===== src/rtl/core/attp_pkg.sv =====
`timescale 1ns / 1ps

package attp_pkg;

  // Fixed-point format and pixel coordinate width.
  localparam int unsigned FRAC_BITS  = 24;
  localparam int unsigned COORD_BITS = 12;

  // Shared multiplier: signed operands, full-width registered product.
  localparam int unsigned MUL_BITS  = 33;
  localparam int unsigned PROD_BITS = 2 * MUL_BITS;

  // Helper term divider. The quotient magnitude stays below |c|, where
  // c = 2.0 - 2a, and c is bounded by the 27-bit coefficient range.
  localparam int unsigned QUO_BITS  = ((FRAC_BITS + 1 > 27) ? FRAC_BITS + 1 : 27) + 1;
  localparam int unsigned C_BITS    = QUO_BITS + 1;
  localparam int unsigned DIVD_BITS = 32;
  localparam int unsigned DIVN_BITS = QUO_BITS + DIVD_BITS;

  // Pixel mapping: dt_raw = (width + height) * zoom, scaled by 2^(2F+2).
  localparam int unsigned DT_BITS   = 39;
  localparam int unsigned DT_SPLIT  = 20;
  localparam int unsigned PACC_BITS = 32 + DT_BITS;
  localparam int unsigned PIX_SHIFT = 2 * FRAC_BITS + 2;
  localparam int unsigned FL_BITS   = PACC_BITS - PIX_SHIFT;
  localparam int unsigned PX_BITS   = FL_BITS + 2;

  localparam logic [31:0]         Q_ONE  = 32'd1 << FRAC_BITS;
  localparam logic [PX_BITS-1:0]  PX_LIM = PX_BITS'(1) << COORD_BITS;

  localparam logic [3:0] WARMUP_MIN = 4'd8;
  localparam logic [3:0] WARMUP_MAX = 4'd15;

  typedef enum logic [2:0] {
    CFG_COEF_A       = 3'd0,
    CFG_COEF_B       = 3'd1,
    CFG_ZOOM         = 3'd2,
    CFG_FRAME_WIDTH  = 3'd3,
    CFG_FRAME_HEIGHT = 3'd4
  } cfg_index_t;

  typedef enum logic [4:0] {
    ST_IDLE,
    ST_DT,
    ST_DT_SAVE,
    ST_PXL,
    ST_PXH,
    ST_PXF,
    ST_PXC,
    ST_PYH,
    ST_PYF,
    ST_PYC,
    ST_BY,
    ST_BY_Q,
    ST_XN,
    ST_XX,
    ST_XX_Q,
    ST_CU,
    ST_CU_D,
    ST_AX_Q,
    ST_DIV_WAIT,
    ST_W,
    ST_Y,
    ST_FIN
  } state_t;

endpackage


===== src/rtl/core/attp_mul.sv =====
`timescale 1ns / 1ps

// Shared signed multiplier with a registered full-width product.
module attp_mul (
  input  logic                                  clk,
  input  logic signed [attp_pkg::MUL_BITS-1:0]  op_a,
  input  logic signed [attp_pkg::MUL_BITS-1:0]  op_b,
  output logic signed [attp_pkg::PROD_BITS-1:0] prod
);

  always_ff @(posedge clk) begin
    prod <= op_a * op_b;
  end

endmodule


===== src/rtl/core/attp_div.sv =====
`timescale 1ns / 1ps

// Restoring unsigned divider, one quotient bit per cycle.
// The caller guarantees that the quotient fits in QUO_BITS bits.
module attp_div (
  input  logic                                 clk,
  input  logic                                 rst,
  input  logic                                 start,
  input  logic [attp_pkg::DIVN_BITS-1:0]       dividend,
  input  logic [attp_pkg::DIVD_BITS-1:0]       divisor,
  output logic                                 busy,
  output logic [attp_pkg::QUO_BITS-1:0]        quotient
);

  localparam int unsigned CNT_W = $clog2(attp_pkg::QUO_BITS + 1);

  logic [attp_pkg::DIVD_BITS-1:0] rem;
  logic [attp_pkg::DIVD_BITS-1:0] dsr;
  logic [attp_pkg::QUO_BITS-1:0]  low;
  logic [CNT_W-1:0]               count;
  logic [attp_pkg::DIVD_BITS:0]   rem2;
  logic [attp_pkg::DIVD_BITS:0]   diff;
  logic                           ge;

  always_comb begin
    rem2 = {rem, low[attp_pkg::QUO_BITS-1]};
    diff = rem2 - {1'b0, dsr};
    ge   = (rem2 >= {1'b0, dsr});
  end

  always_ff @(posedge clk) begin
    if (rst) begin
      busy  <= 1'b0;
      count <= '0;
    end else if (start) begin
      busy  <= 1'b1;
      count <= CNT_W'(attp_pkg::QUO_BITS);
    end else if (busy) begin
      count <= count - CNT_W'(1);
      if (count == CNT_W'(1)) begin
        busy <= 1'b0;
      end
    end
  end

  always_ff @(posedge clk) begin
    if (start) begin
      rem <= dividend[attp_pkg::DIVN_BITS-1:attp_pkg::QUO_BITS];
      low <= dividend[attp_pkg::QUO_BITS-1:0];
      dsr <= divisor;
    end else if (busy) begin
      rem <= ge ? diff[attp_pkg::DIVD_BITS-1:0] : rem2[attp_pkg::DIVD_BITS-1:0];
      low <= {low[attp_pkg::QUO_BITS-2:0], ge};
    end
  end

  assign quotient = low;

endmodule


===== src/rtl/core/attractor_point_plotter.sv =====
`timescale 1ns / 1ps

// Gumowski-Mira attractor point plotter in signed Q8.24 fixed point. Each item
// beat yields exactly one result beat. A load beat (command 0) sets the point
// from start_x/start_y, recomputes the helper term w and clears the warm-up
// count; its result is all zeros. A step beat (command 1) maps the current
// point to a pixel, reports plot when the pixel is inside the frame and at
// least nine steps have passed, and then advances the map. All arithmetic runs
// on one shared 33x33 multiplier and a restoring divider under a sequencer,
// so the block takes one item at a time and holds item_stall high while it
// works. The divider resolves one quotient bit of c*u/(1+u) per cycle. The
// result sits in an output register, so the next item beat is taken while a
// result still waits. Configuration registers are written through the cfg
// port (always ready) and must only change while the block is idle.
module attractor_point_plotter (
  input  logic                              clk,
  input  logic                              rst,
  // Configuration write channel.
  input  logic                              cfg_valid,
  output logic                              cfg_ready,
  input  logic [2:0]                        cfg_index,
  input  logic [26:0]                       cfg_data,
  // Item channel.
  input  logic                              item_valid,
  output logic                              item_stall,
  input  logic                              command,
  input  logic signed [31:0]                start_x,
  input  logic signed [31:0]                start_y,
  input  logic [23:0]                       color,
  // Result channel.
  output logic                              result_valid,
  input  logic                              result_stall,
  output logic                              plot,
  output logic [attp_pkg::COORD_BITS-1:0]   pixel_x,
  output logic [attp_pkg::COORD_BITS-1:0]   pixel_y,
  output logic [23:0]                       pixel_color
);

  // Truncate a product toward zero by FRAC_BITS, then saturate to 32 bits.
  function automatic logic signed [31:0] sat32(input logic signed [attp_pkg::PROD_BITS-1:0] v);
    logic signed [attp_pkg::PROD_BITS-1:0] smax;
    logic signed [attp_pkg::PROD_BITS-1:0] smin;
    logic signed [31:0]                    res;
    smax = attp_pkg::PROD_BITS'(33'sh07FFFFFFF);
    smin = attp_pkg::PROD_BITS'(-33'sh080000000);
    if (v > smax) begin
      res = 32'sh7FFFFFFF;
    end else if (v < smin) begin
      res = 32'sh80000000;
    end else begin
      res = v[31:0];
    end
    return res;
  endfunction

  function automatic logic signed [31:0] qmul(input logic signed [attp_pkg::PROD_BITS-1:0] p);
    logic [attp_pkg::PROD_BITS-1:0]        bias;
    logic [attp_pkg::PROD_BITS-1:0]        adj;
    logic signed [attp_pkg::PROD_BITS-1:0] sh;
    bias = p[attp_pkg::PROD_BITS-1] ?
           ((attp_pkg::PROD_BITS'(1) << attp_pkg::FRAC_BITS) - attp_pkg::PROD_BITS'(1)) : '0;
    adj  = $unsigned(p) + bias;
    sh   = $signed(adj) >>> attp_pkg::FRAC_BITS;
    return sat32(sh);
  endfunction

  // Pixel coordinate: half +/- (magnitude * dt_raw / 2^(2F+2)), truncated
  // toward zero. acc holds the exact magnitude product.
  function automatic logic signed [attp_pkg::PX_BITS-1:0] px_calc(
    input logic [attp_pkg::PACC_BITS-1:0] acc,
    input logic                           neg,
    input logic [11:0]                    half
  );
    logic [attp_pkg::FL_BITS-1:0]        fl;
    logic                                fr;
    logic signed [attp_pkg::PX_BITS-1:0] hl;
    logic signed [attp_pkg::PX_BITS-1:0] fle;
    logic signed [attp_pkg::PX_BITS-1:0] frs;
    logic signed [attp_pkg::PX_BITS-1:0] res;
    fl  = acc[attp_pkg::PACC_BITS-1:attp_pkg::PIX_SHIFT];
    fr  = |acc[attp_pkg::PIX_SHIFT-1:0];
    hl  = $signed(attp_pkg::PX_BITS'(half));
    fle = $signed(attp_pkg::PX_BITS'(fl));
    frs = $signed(attp_pkg::PX_BITS'(fr));
    if (!neg) begin
      res = hl + fle;
    end else if ((hl > fle) || ((hl == fle) && !fr)) begin
      res = hl - fle - frs;
    end else begin
      res = hl - fle;
    end
    return res;
  endfunction

  function automatic logic in_frame(input logic signed [attp_pkg::PX_BITS-1:0] p,
                                    input logic [12:0] size);
    logic [attp_pkg::PX_BITS-1:0] pu;
    pu = $unsigned(p);
    return !p[attp_pkg::PX_BITS-1] && (pu < attp_pkg::PX_BITS'(size)) &&
           (pu < attp_pkg::PX_LIM);
  endfunction

  // Configuration registers.
  logic signed [26:0] coef_a;
  logic signed [26:0] coef_b;
  logic [24:0]        zoom;
  logic [12:0]        frame_width;
  logic [12:0]        frame_height;

  // Map state.
  attp_pkg::state_t   state;
  attp_pkg::state_t   state_next;
  logic signed [31:0] point_x;
  logic signed [31:0] point_y;
  logic signed [31:0] term_w;
  logic [3:0]         warmup_count;
  logic               step_cmd;

  // Working registers of the sequence.
  logic [attp_pkg::DT_BITS-1:0]    dt_raw;
  logic [attp_pkg::PACC_BITS-1:0]  pacc;
  logic signed [31:0]              qm;
  logic signed [31:0]              u_sq;
  logic signed [31:0]              t_old;
  logic                            c_neg;
  logic                            x_inside;
  logic [23:0]                     color_hold;
  logic                            pend_plot;
  logic [attp_pkg::COORD_BITS-1:0] pend_x;
  logic [attp_pkg::COORD_BITS-1:0] pend_y;
  logic [23:0]                     pend_color;

  // Shared units.
  logic signed [attp_pkg::MUL_BITS-1:0]  mul_a;
  logic signed [attp_pkg::MUL_BITS-1:0]  mul_b;
  logic signed [attp_pkg::PROD_BITS-1:0] prod;
  logic                                  div_start;
  logic                                  div_busy;
  logic [attp_pkg::DIVN_BITS-1:0]        div_dividend;
  logic [attp_pkg::DIVD_BITS-1:0]        div_divisor;
  logic [attp_pkg::QUO_BITS-1:0]         div_quot;

  // Derived values.
  logic signed [32:0]                  d_x;
  logic [32:0]                         nd_x;
  logic [31:0]                         mag_x;
  logic [31:0]                         mag_y;
  logic signed [attp_pkg::C_BITS-1:0]  c_val;
  logic [attp_pkg::PROD_BITS-1:0]      prod_abs;
  logic signed [attp_pkg::QUO_BITS:0]  frac_s;
  logic signed [attp_pkg::PX_BITS-1:0] px_val;
  logic                                plot_ok;
  logic                                item_take;
  logic                                result_load;

  assign cfg_ready   = 1'b1;
  assign item_take   = item_valid && !item_stall;
  assign result_load = (state == attp_pkg::ST_FIN) && (!result_valid || !result_stall);

  always_comb begin
    d_x      = $signed({point_x[31], point_x}) - $signed({1'b0, attp_pkg::Q_ONE});
    nd_x     = $unsigned(-d_x);
    mag_x    = d_x[32] ? nd_x[31:0] : $unsigned(d_x[31:0]);
    mag_y    = point_y[31] ? (~$unsigned(point_y) + 32'd1) : $unsigned(point_y);
    // c = 2.0 - 2a, kept exact.
    c_val    = $signed(attp_pkg::C_BITS'(1) << (attp_pkg::FRAC_BITS + 1)) -
               (attp_pkg::C_BITS'(coef_a) <<< 1);
    prod_abs = prod[attp_pkg::PROD_BITS-1] ? $unsigned(-prod) : $unsigned(prod);
    div_dividend = prod_abs[attp_pkg::DIVN_BITS-1:0];
    div_divisor  = attp_pkg::Q_ONE + $unsigned(u_sq);
    frac_s   = c_neg ? -$signed({1'b0, div_quot}) : $signed({1'b0, div_quot});
    // The pixel accumulator holds x at ST_PXC and y at ST_PYC.
    px_val   = (state == attp_pkg::ST_PYC) ?
               px_calc(pacc, point_y[31], frame_height[12:1]) :
               px_calc(pacc, d_x[32], frame_width[12:1]);
    plot_ok  = x_inside && in_frame(px_val, frame_height) && (warmup_count > attp_pkg::WARMUP_MIN);
  end

  attp_mul u_mul (
    .clk  (clk),
    .op_a (mul_a),
    .op_b (mul_b),
    .prod (prod)
  );

  attp_div u_div (
    .clk      (clk),
    .rst      (rst),
    .start    (div_start),
    .dividend (div_dividend),
    .divisor  (div_divisor),
    .busy     (div_busy),
    .quotient (div_quot)
  );

  // Sequencer: next state.
  always_comb begin
    state_next = state;
    case (state)
      attp_pkg::ST_IDLE: begin
        if (item_take) begin
          state_next = command ? attp_pkg::ST_DT : attp_pkg::ST_XX;
        end
      end
      attp_pkg::ST_DT:       state_next = attp_pkg::ST_DT_SAVE;
      attp_pkg::ST_DT_SAVE:  state_next = attp_pkg::ST_PXL;
      attp_pkg::ST_PXL:      state_next = attp_pkg::ST_PXH;
      attp_pkg::ST_PXH:      state_next = attp_pkg::ST_PXF;
      attp_pkg::ST_PXF:      state_next = attp_pkg::ST_PXC;
      attp_pkg::ST_PXC:      state_next = attp_pkg::ST_PYH;
      attp_pkg::ST_PYH:      state_next = attp_pkg::ST_PYF;
      attp_pkg::ST_PYF:      state_next = attp_pkg::ST_PYC;
      attp_pkg::ST_PYC:      state_next = attp_pkg::ST_BY;
      attp_pkg::ST_BY:       state_next = attp_pkg::ST_BY_Q;
      attp_pkg::ST_BY_Q:     state_next = attp_pkg::ST_XN;
      attp_pkg::ST_XN:       state_next = attp_pkg::ST_XX;
      attp_pkg::ST_XX:       state_next = attp_pkg::ST_XX_Q;
      attp_pkg::ST_XX_Q:     state_next = attp_pkg::ST_CU;
      attp_pkg::ST_CU:       state_next = attp_pkg::ST_CU_D;
      attp_pkg::ST_CU_D:     state_next = attp_pkg::ST_AX_Q;
      attp_pkg::ST_AX_Q:     state_next = attp_pkg::ST_DIV_WAIT;
      attp_pkg::ST_DIV_WAIT: begin
        if (!div_busy) begin
          state_next = attp_pkg::ST_W;
        end
      end
      attp_pkg::ST_W:        state_next = step_cmd ? attp_pkg::ST_Y : attp_pkg::ST_FIN;
      attp_pkg::ST_Y:        state_next = attp_pkg::ST_FIN;
      attp_pkg::ST_FIN: begin
        if (result_load) begin
          state_next = attp_pkg::ST_IDLE;
        end
      end
      default:               state_next = attp_pkg::ST_IDLE;
    endcase
  end

  // Sequencer: unit controls and handshake.
  always_comb begin
    item_stall = (state != attp_pkg::ST_IDLE);
    div_start  = 1'b0;
    mul_a      = '0;
    mul_b      = '0;
    case (state)
      attp_pkg::ST_DT: begin
        mul_a = $signed(attp_pkg::MUL_BITS'({1'b0, frame_width} + {1'b0, frame_height}));
        mul_b = $signed(attp_pkg::MUL_BITS'(zoom));
      end
      attp_pkg::ST_PXL: begin
        mul_a = $signed(attp_pkg::MUL_BITS'(mag_x));
        mul_b = $signed(attp_pkg::MUL_BITS'(dt_raw[attp_pkg::DT_SPLIT-1:0]));
      end
      attp_pkg::ST_PXH: begin
        mul_a = $signed(attp_pkg::MUL_BITS'(mag_x));
        mul_b = $signed(attp_pkg::MUL_BITS'(dt_raw[attp_pkg::DT_BITS-1:attp_pkg::DT_SPLIT]));
      end
      attp_pkg::ST_PXC: begin
        mul_a = $signed(attp_pkg::MUL_BITS'(mag_y));
        mul_b = $signed(attp_pkg::MUL_BITS'(dt_raw[attp_pkg::DT_SPLIT-1:0]));
      end
      attp_pkg::ST_PYH: begin
        mul_a = $signed(attp_pkg::MUL_BITS'(mag_y));
        mul_b = $signed(attp_pkg::MUL_BITS'(dt_raw[attp_pkg::DT_BITS-1:attp_pkg::DT_SPLIT]));
      end
      attp_pkg::ST_BY: begin
        mul_a = attp_pkg::MUL_BITS'(coef_b);
        mul_b = attp_pkg::MUL_BITS'(point_y);
      end
      attp_pkg::ST_XX: begin
        mul_a = attp_pkg::MUL_BITS'(point_x);
        mul_b = attp_pkg::MUL_BITS'(point_x);
      end
      attp_pkg::ST_CU: begin
        mul_a = attp_pkg::MUL_BITS'(c_val);
        mul_b = attp_pkg::MUL_BITS'(u_sq);
      end
      attp_pkg::ST_CU_D: begin
        div_start = 1'b1;
        mul_a     = attp_pkg::MUL_BITS'(coef_a);
        mul_b     = attp_pkg::MUL_BITS'(point_x);
      end
      default: begin
      end
    endcase
  end

  // Configuration registers.
  always_ff @(posedge clk) begin
    if (rst) begin
      coef_a       <= 27'sd1677722;
      coef_b       <= 27'sd16609444;
      zoom         <= 25'd1677722;
      frame_width  <= 13'd640;
      frame_height <= 13'd300;
    end else if (cfg_valid && cfg_ready) begin
      case (cfg_index)
        attp_pkg::CFG_COEF_A:       coef_a       <= $signed(cfg_data);
        attp_pkg::CFG_COEF_B:       coef_b       <= $signed(cfg_data);
        attp_pkg::CFG_ZOOM:         zoom         <= cfg_data[24:0];
        attp_pkg::CFG_FRAME_WIDTH:  frame_width  <= cfg_data[12:0];
        attp_pkg::CFG_FRAME_HEIGHT: frame_height <= cfg_data[12:0];
        default: begin
        end
      endcase
    end
  end

  // Sequencer state and map state.
  always_ff @(posedge clk) begin
    if (rst) begin
      state        <= attp_pkg::ST_IDLE;
      point_x      <= '0;
      point_y      <= '0;
      term_w       <= '0;
      warmup_count <= '0;
      step_cmd     <= 1'b0;
    end else begin
      state <= state_next;
      case (state)
        attp_pkg::ST_IDLE: begin
          if (item_take) begin
            step_cmd <= command;
            if (!command) begin
              point_x      <= start_x;
              point_y      <= start_y;
              warmup_count <= '0;
            end
          end
        end
        attp_pkg::ST_XN: begin
          point_x <= sat32(attp_pkg::PROD_BITS'(qm) + attp_pkg::PROD_BITS'(term_w));
        end
        attp_pkg::ST_W: begin
          term_w <= sat32(attp_pkg::PROD_BITS'(qm) + attp_pkg::PROD_BITS'(frac_s));
        end
        attp_pkg::ST_Y: begin
          point_y <= sat32(attp_pkg::PROD_BITS'(term_w) - attp_pkg::PROD_BITS'(t_old));
          if (warmup_count < attp_pkg::WARMUP_MAX) begin
            warmup_count <= warmup_count + 4'd1;
          end
        end
        default: begin
        end
      endcase
    end
  end

  // Working registers; each is written before it is read in a sequence.
  always_ff @(posedge clk) begin
    case (state)
      attp_pkg::ST_IDLE: begin
        if (item_take) begin
          t_old      <= point_x;
          color_hold <= color;
          pend_plot  <= 1'b0;
          pend_x     <= '0;
          pend_y     <= '0;
          pend_color <= '0;
        end
      end
      attp_pkg::ST_DT_SAVE: dt_raw <= prod[attp_pkg::DT_BITS-1:0];
      attp_pkg::ST_PXH,
      attp_pkg::ST_PYH:     pacc <= attp_pkg::PACC_BITS'($unsigned(prod));
      attp_pkg::ST_PXF,
      attp_pkg::ST_PYF: begin
        pacc <= pacc + {prod[attp_pkg::PACC_BITS-attp_pkg::DT_SPLIT-1:0],
                        {attp_pkg::DT_SPLIT{1'b0}}};
      end
      attp_pkg::ST_PXC: begin
        x_inside <= in_frame(px_val, frame_width);
        pend_x   <= px_val[attp_pkg::COORD_BITS-1:0];
      end
      attp_pkg::ST_PYC: begin
        pend_plot  <= plot_ok;
        pend_x     <= plot_ok ? pend_x : '0;
        pend_y     <= plot_ok ? px_val[attp_pkg::COORD_BITS-1:0] : '0;
        pend_color <= plot_ok ? color_hold : '0;
      end
      attp_pkg::ST_BY_Q,
      attp_pkg::ST_AX_Q:    qm <= qmul(prod);
      attp_pkg::ST_XX_Q:    u_sq <= qmul(prod);
      attp_pkg::ST_CU_D:    c_neg <= prod[attp_pkg::PROD_BITS-1];
      default: begin
      end
    endcase
  end

  // Output register; a new result is loaded once the previous beat is gone.
  always_ff @(posedge clk) begin
    if (rst) begin
      result_valid <= 1'b0;
    end else if (result_load) begin
      result_valid <= 1'b1;
    end else if (!result_stall) begin
      result_valid <= 1'b0;
    end
  end

  always_ff @(posedge clk) begin
    if (result_load) begin
      plot        <= pend_plot;
      pixel_x     <= pend_x;
      pixel_y     <= pend_y;
      pixel_color <= pend_color;
    end
  end

`ifndef SYNTHESIS
  a_idle_div_quiet: assert property (@(posedge clk) disable iff (rst)
    (state == attp_pkg::ST_IDLE) |-> !div_busy)
    else $error("divider busy while the sequencer is idle");

  a_one_item_at_a_time: assert property (@(posedge clk) disable iff (rst)
    (item_valid && !item_stall) |=> item_stall)
    else $error("item accepted while a previous item is still in work");

  a_no_plot_zero_fields: assert property (@(posedge clk) disable iff (rst)
    (result_valid && !plot) |-> (pixel_x == '0 && pixel_y == '0 && pixel_color == '0))
    else $error("result without plot carries nonzero fields");

  a_fin_waits_for_slot: assert property (@(posedge clk) disable iff (rst)
    (state == attp_pkg::ST_FIN && result_valid && result_stall) |=>
    (state == attp_pkg::ST_FIN && result_valid))
    else $error("finished result overwrote a stalled result beat");
`endif

endmodule


===== config.mk =====
export PLATFORM = sky130hd
export DESIGN_NAME = attractor_point_plotter
export DESIGN_NICKNAME = d
export VERILOG_FILES = /design/src/rtl/core/attp_pkg.sv /design/src/rtl/core/attp_mul.sv /design/src/rtl/core/attp_div.sv /design/src/rtl/core/attractor_point_plotter.sv
export SDC_FILE = /design/constraint.sdc
export NUM_CORES = 2
export LEC_CHECK = 0
export BUFFER_PORTS_ARGS = -buffer_cell sky130_fd_sc_hd__buf_4
export CAP_MARGIN = 25
export CORE_MARGIN = 10
export CORE_UTILIZATION = 40
export DETAILED_ROUTE_END_ITERATION = 6
export SLEW_MARGIN = 20
export SYNTH_ARGS = -nofsm -noshare
export SYNTH_HDL_FRONTEND = slang
export SYNTH_SLANG_ARGS = --single-unit
export TNS_END_PERCENT = 1

===== constraint.sdc =====
create_clock -name clk -period 19.7 [get_ports clk]
set_clock_uncertainty 0.15 [all_clocks]
set_input_delay 0.985 -clock clk [delete_from_list [all_inputs] [get_ports clk]]
set_output_delay 0.985 -clock clk [all_outputs]
set_load 0.01 [all_outputs]

-- Yosys cells after proc, flatten, opt, wreduce, memory -nomap -nowiden
Index checks and enable logic that the tools add are counted.
- bitwise logic cells: 1
- equal/unequal tests: 35
- add/sub/neg operators: 22
- multiplexer cells: 60
- reduce and logical (&&, ||, !) cells: 48
- multiply operators: 1
- magnitude comparators: 16
- operator list (cell ; count):
    2-to-1 mux 32 bit ; 17
    one-hot mux 33 bit (7 select lines) ; 1
    one-hot mux 33 bit (6 select lines) ; 1
    one-hot mux 71 bit (2 select lines) ; 1
    one-hot mux 32 bit (2 select lines) ; 2
    2-to-1 mux 23 bit ; 5
    one-hot mux 5 bit (22 select lines) ; 1
    greater-than comparator 33 x 32 -> 1 bit, second input constant ; 3
    less-than comparator 33 x 32 -> 1 bit, second input constant ; 3
    2-to-1 mux 24 bit ; 3
    adder 71 bit ; 1
    adder 66 x 24 -> 66 bit ; 1
    multiplier 33 x 33 -> 66 bit ; 1
    2-to-1 mux 60 bit ; 1
    negation 60 bit ; 1
    2-to-1 mux 28 bit ; 2
    OR reduction 50 bit ; 1
    one-hot mux 24 bit (2 select lines) ; 1
    less-than comparator 23 x 13 -> 1 bit ; 2
    subtractor 23 x 2 -> 23 bit ; 2
    adder 12 x 21 -> 22 bit ; 2
    subtractor 12 x 21 -> 22 bit ; 2
    equality test 13 x 21 -> 1 bit ; 2
    greater-than comparator 12 x 21 -> 1 bit ; 2
    51 further kinds ; 125
- register bits after elaboration: 706
- word-level logic and storage cells: 218
- bits of input ports: 124

-- Depth between registers and ports, before layout
- word-level depth: 14
- gate-level depth with buffers: 42
- gate-level depth less buffers: 41

-- Modules after synthesis
Synthesis repeated with hierarchy kept, for this count alone.
- cells, all modules: 9537
- area total of the unflattened synthesis: 86541.8 sq um
- modules (own cells, without submodules) (module ; instances ; sequential area each (sq um) ; area an instance (sq um) ; cells an instance):
    attp_mul ; 1 ; 1321.3 ; 40264.9 ; 4305
    attractor_point_plotter ; 1 ; 14153.6 ; 40124.7 ; 4660
    attp_div ; 1 ; 2882.8 ; 6152.2 ; 572

-- Worst setup path after synthesis
OpenSTA, ideal clock, no wires.
- kind: register to register
- start: register coef_a[9]
- end: register u_mul.prod[64] (netlist name)
- required time: 19.432 ns
- slack: 9.013 ns
- stages on the path, launching flop included: 40
- arrival time: 10.419 ns
- cell sequence: dfxtp_1 -> clkbuf_2 -> or4_4 -> nor4_4 -> or4b_4 -> nor4_2 -> nand2_1 -> o21ai_0 -> nand2b_1 -> a21o_1 -> a21o_1 -> clkbuf_1 -> clkbuf_1 -> nand2_1 -> inv_1 -> fa_1 -> inv_1 -> fa_1 -> [4 not listed] -> fa_1 -> fa_1 -> inv_1 -> fa_1 -> inv_1 -> ha_1 -> clkbuf_1 -> a21o_1 -> a21o_1 -> a21oi_1 -> o21ai_0 -> a221oi_1 -> o21bai_1 -> a21oi_1 -> nor2b_1 -> o21ai_0 -> nand2_1 -> xor2_1
- word-level cells in the longest chain between the ends: 3
- RTL lines (element ; line ; source):
    start, declared ; attractor_point_plotter.sv:104 ; logic signed [26:0] coef_a;
    start signal, assigned ; attractor_point_plotter.sv:297 ; attp_pkg::CFG_COEF_A: coef_a <= $signed(cfg_data);
    subtractor 27 x 28 -> 29 bit ; attractor_point_plotter.sv:166 ; c_val = $signed(attp_pkg::C_BITS'(1) << (attp_pkg::FRAC_BITS + 1)) -
    one-hot mux 33 bit (7 select lines) (*) ; attractor_point_plotter.sv:244 ; case (state)
    multiplier 33 x 33 -> 66 bit (*) ; attp_mul.sv:12 ; prod <= op_a * op_b;
    end signal, assigned ; attp_mul.sv:12 ;
    end, declared ; attp_mul.sv:8 ; output logic signed [attp_pkg::PROD_BITS-1:0] prod
Every way passes the cells marked *; elsewhere a longest branch is shown, timed or not.
A chain may end at the register's enable or synchronous reset.

-- Worst setup path in the final report
- start: register state[1]
- end: register u_mul.prod[60] (netlist name)
- word-level cells in the longest chain between the ends: 4
- elaborated cells on any way between the ends: 17
- those cells by class: mul (1); eq/ne (9); mux (2); reduce/logical (5)
- RTL lines (element ; line ; source):
    start, declared ; attractor_point_plotter.sv:111 ; attp_pkg::state_t state;
    start signal, assigned ; attractor_point_plotter.sv:311 ; state <= attp_pkg::ST_IDLE;
    start signal, assigned ; attractor_point_plotter.sv:318 ; state <= state_next;
    equality test 5 x 3 -> 1 bit (tied with other cells) ; attractor_point_plotter.sv:244 ;
    OR reduction 2 bit (no source line) ; n/a ;
    one-hot mux 33 bit (7 select lines) / one-hot mux 33 bit (6 select lines) (equally long branches) ; attractor_point_plotter.sv:244 ;
    multiplier 33 x 33 -> 66 bit (*) ; attp_mul.sv:12 ;
Marked as above.

==> impl_metrics.json <==
{
  "status": "finished, violations left",
  "violations": "design-rule violations",
  "cp_slowest_cell": "dfxtp_1",
  "cts_tree": "yes",
  "layout.cells.non_filler": 12400,
  "worstSetupEndpointType": "register",
  "placed_cells": 12300,
  "num_rows": 169,
  "synth_seq_area_share": 0.216,
  "grt_pass1_vias": 72200,
  "drv_slew": 0,
  "use_met3": 0.0675,
  "min_path_type": "reg -> reg",
  "die_w_um": 481,
  "clock-sinks": 706,
  "vdd_ir_drop_max_mv": 0.104,
  "start_util": 0.402,
  "vias": 72100,
  "cts_buffer_depth": 3,
  "critPathMaxFanout": 22,
  "antenna_left": 0,
  "power_leakage_nw": 42.1,
  "p_per_area_nw_per_um2": 136,
  "cts-root-buf": "clkbuf_16",
  "clk_pin_slew_worst_paths_ps": 60,
  "yosys_warnings": 0,
  "synth_nets": 11400,
  "ys_types": 96,
  "wl_per_cell_um": 27.4,
  "crit_family": "adder cells",
  "tns_ps": 0,
  "r2r_start": "state[1]",
  "grt_overflow": 0,
  "placed_cell_area_um2": 89800,
  "synthCells": 9561,
  "finalCoreUtilization": 0.437,
  "ctsHoldBuffers": 0,
  "drc": 1,
  "portBuffers": 174,
  "use_met2": 0.440,
  "timing.final.crit_share": 0.646,
  "h-tree-depth": 3,
  "r2r_slack_ps": 6960,
  "async_flop_share": 0,
  "netlist_area_um2": 85100,
  "top_usage_layer": "met2",
  "dp.final_hpwl_um": 263000,
  "via_per_inst": 5.80,
  "cts_made_buffers": 82,
  "stdcell_area_um2": 92700,
  "post_cts_resized": 0,
  "antenna_found_initial": 17,
  "setup_viol": 0,
  "crit_required_ps": 20210,
  "cts_setup_buffers": 0,
  "gp_congestion": 1.01,
  "grt_usage": 0.288,
  "synth_edf_count": 422,
  "worst_slew_pin_slew_ps": 1170,
  "max_slew_margin": 0.211,
  "grt_max_degree": 113,
  "rsz0062_at_grt": "no",
  "drive_gt1_frac": 0.0659,
  "fin_crit_ps": 12740,
  "nets": 11300,
  "hold_violations": 0,
  "setup_slack_ps": 6960,
  "grt_pass1_wl_um": 494000,
  "worstSetupPathType": "reg -> reg",
  "syn2layout_area_growth_pct": 8.94,
  "critPathLaunchType": "register",
  "total_power_mw": 12.6,
  "yosysTopAreaCell": "fa_1",
  "fmax_ghz": 0.0785,
  "pre_cts_slack_ps": 7190,
  "max_cap_viol_count": 0,
  "ys_dominant_reg_cell": "edfxtp_1",
  "use_met1": 0.376,
  "whs_ps": 267,
  "routed_wl_um": 340000,
  "arrival_ps": 13240,
  "dieArea_um2": 232000,
  "clk_latency_ps": 740,
  "slowest_delay_ps": 820,
  "synth_top_area_share": 0.272,
  "boundaryPins": 176,
  "drtIter0Drc": 7644,
  "worst-path-buf-inv": 9,
  "synthTopCellsByArea": "fa_1 (27%), edfxtp_1 (15%), ha_1 (7.6%), dfxtp_1 (6.7%), inv_1 (6.5%)",
  "fill_cells": 20800,
  "die_h_um": 481,
  "crit_path_start": "state[1]",
  "avgSynthCellArea_um2": 8.90,
  "dr.pass1.iters": 7,
  "worstHoldStart": "pend_color[4]",
  "coreArea_um2": 212000,
  "ys_ff_latch": 706
}
[flip-flops by register name, indices dropped and copies added (netlist names), 25 cells and up]
register and cells:
term_w 32, u_sq 32, coef_b 27, dt_raw 39, zoom 25, t_old 32, u_div.rem 32, u_div.quotient 28
pacc 71, coef_a 27, qm 32, u_div.dsr 32, point_x 32, point_y 32, u_mul.prod 66
[worst reg2reg max path, delay by kind of cell, from the launching register on]
kind / cells / cell delay, ps
compound gates: 9 / 2860
flops: 1 / 820
simple gates: 8 / 2900
xor+xnor: 1 / 170
fa+ha+maj: 9 / 4370
buf+inv: 9 / 1360
[cells in the mapped netlist, types with 71 or more instances]
library cell / number
a21o_1: 146
edfxtp_1: 422
a211oi_1: 105
nand3_1: 105
and2_1: 208
fa_1: 1156
nor3_1: 114
a21oi_1: 450
nand2b_1: 71
xnor2_1: 295
dfxtp_1: 284
xor2_1: 189
inv_1: 1479
o21ai_0: 391
nor2_1: 568
ha_1: 518
clkbuf_1: 445
nand2_1: 1420
[report_power, final]
group	internal, mW	switching (mW)
sequential	2.07	0.409
combinational	2.69	5.80
clock	0.908	0.716
[kinds of logic (layout without fill, tap and decap cells)]
| family | Yosys count | after routing | share of synthesized area |
|---|---|---|---|
| buf+inv | 1966 | 1998 | 0.0871 |
| flops | 706 | 706 | 0.216 |
| simple gates | 2963 | 2963 | 0.160 |
| other cells | 1 | 7 | 0.0000441 |
| compound gates | 1674 | 1674 | 0.128 |
| fa+ha+maj | 1702 | 1702 | 0.351 |
| mux | 65 | 65 | 0.00774 |
| xor+xnor | 484 | 484 | 0.0498 |
[path summary, 6_finish.rpt]
check | endpoint | cells past startpoint
min reg2reg | pixel_color[4] | 0
max reg2reg | u_mul.prod[60] | 36
min | pixel_color[4] | 0
max | u_mul.prod[60] | 36
[placed cells by master, fill, tap and decap left out, types with 43 or more instances in the layout]
cell type,n
inv_1,1478
a21o_1,146
or3_1,49
o21a_1,63
clkbuf_16,85
dfxtp_1,282
mux2i_1,61
fa_1,1156
nor2b_1,55
nand3b_1,57
xnor2_1,295
ha_1,518
and2_1,208
nand4_1,70
nor2_1,562
buf_4,355
nor3_1,107
and3_1,57
a21oi_1,446
o21ai_0,390
o31ai_1,47
nor4_1,43
a211oi_1,104
nand2b_1,69
xor2_1,188
edfxtp_1,422
nand3_1,105
nand2_1,1416
[layout make-up]
| class | instances | area (um^2) | share of cell area |
|---|---|---|---|
| Sequential cell | 706 | 18400 | 0.198 |
| Timing Repair Buffer | 364 | 2760 | 0.0297 |
| Inverter | 1480 | 5560 | 0.0599 |
| Clock inverter | 49 | 558 | 0.00602 |
| Multi-Input combinational cell | 6889 | 59600 | 0.644 |
| Antenna cell | 6 | 15.0 | 0.000162 |
| Tap cell | 2821 | 3530 | 0.0381 |
| Clock buffer | 105 | 2260 | 0.0244 |
[routing by layer]
layer  vias up  wire length (um)
met5         -                33
met4         4             22800
met3       821             35100
met2      3781            148000
met1     36200            134000
li1      31300                 -
Power figures use the tool's default switching activity.
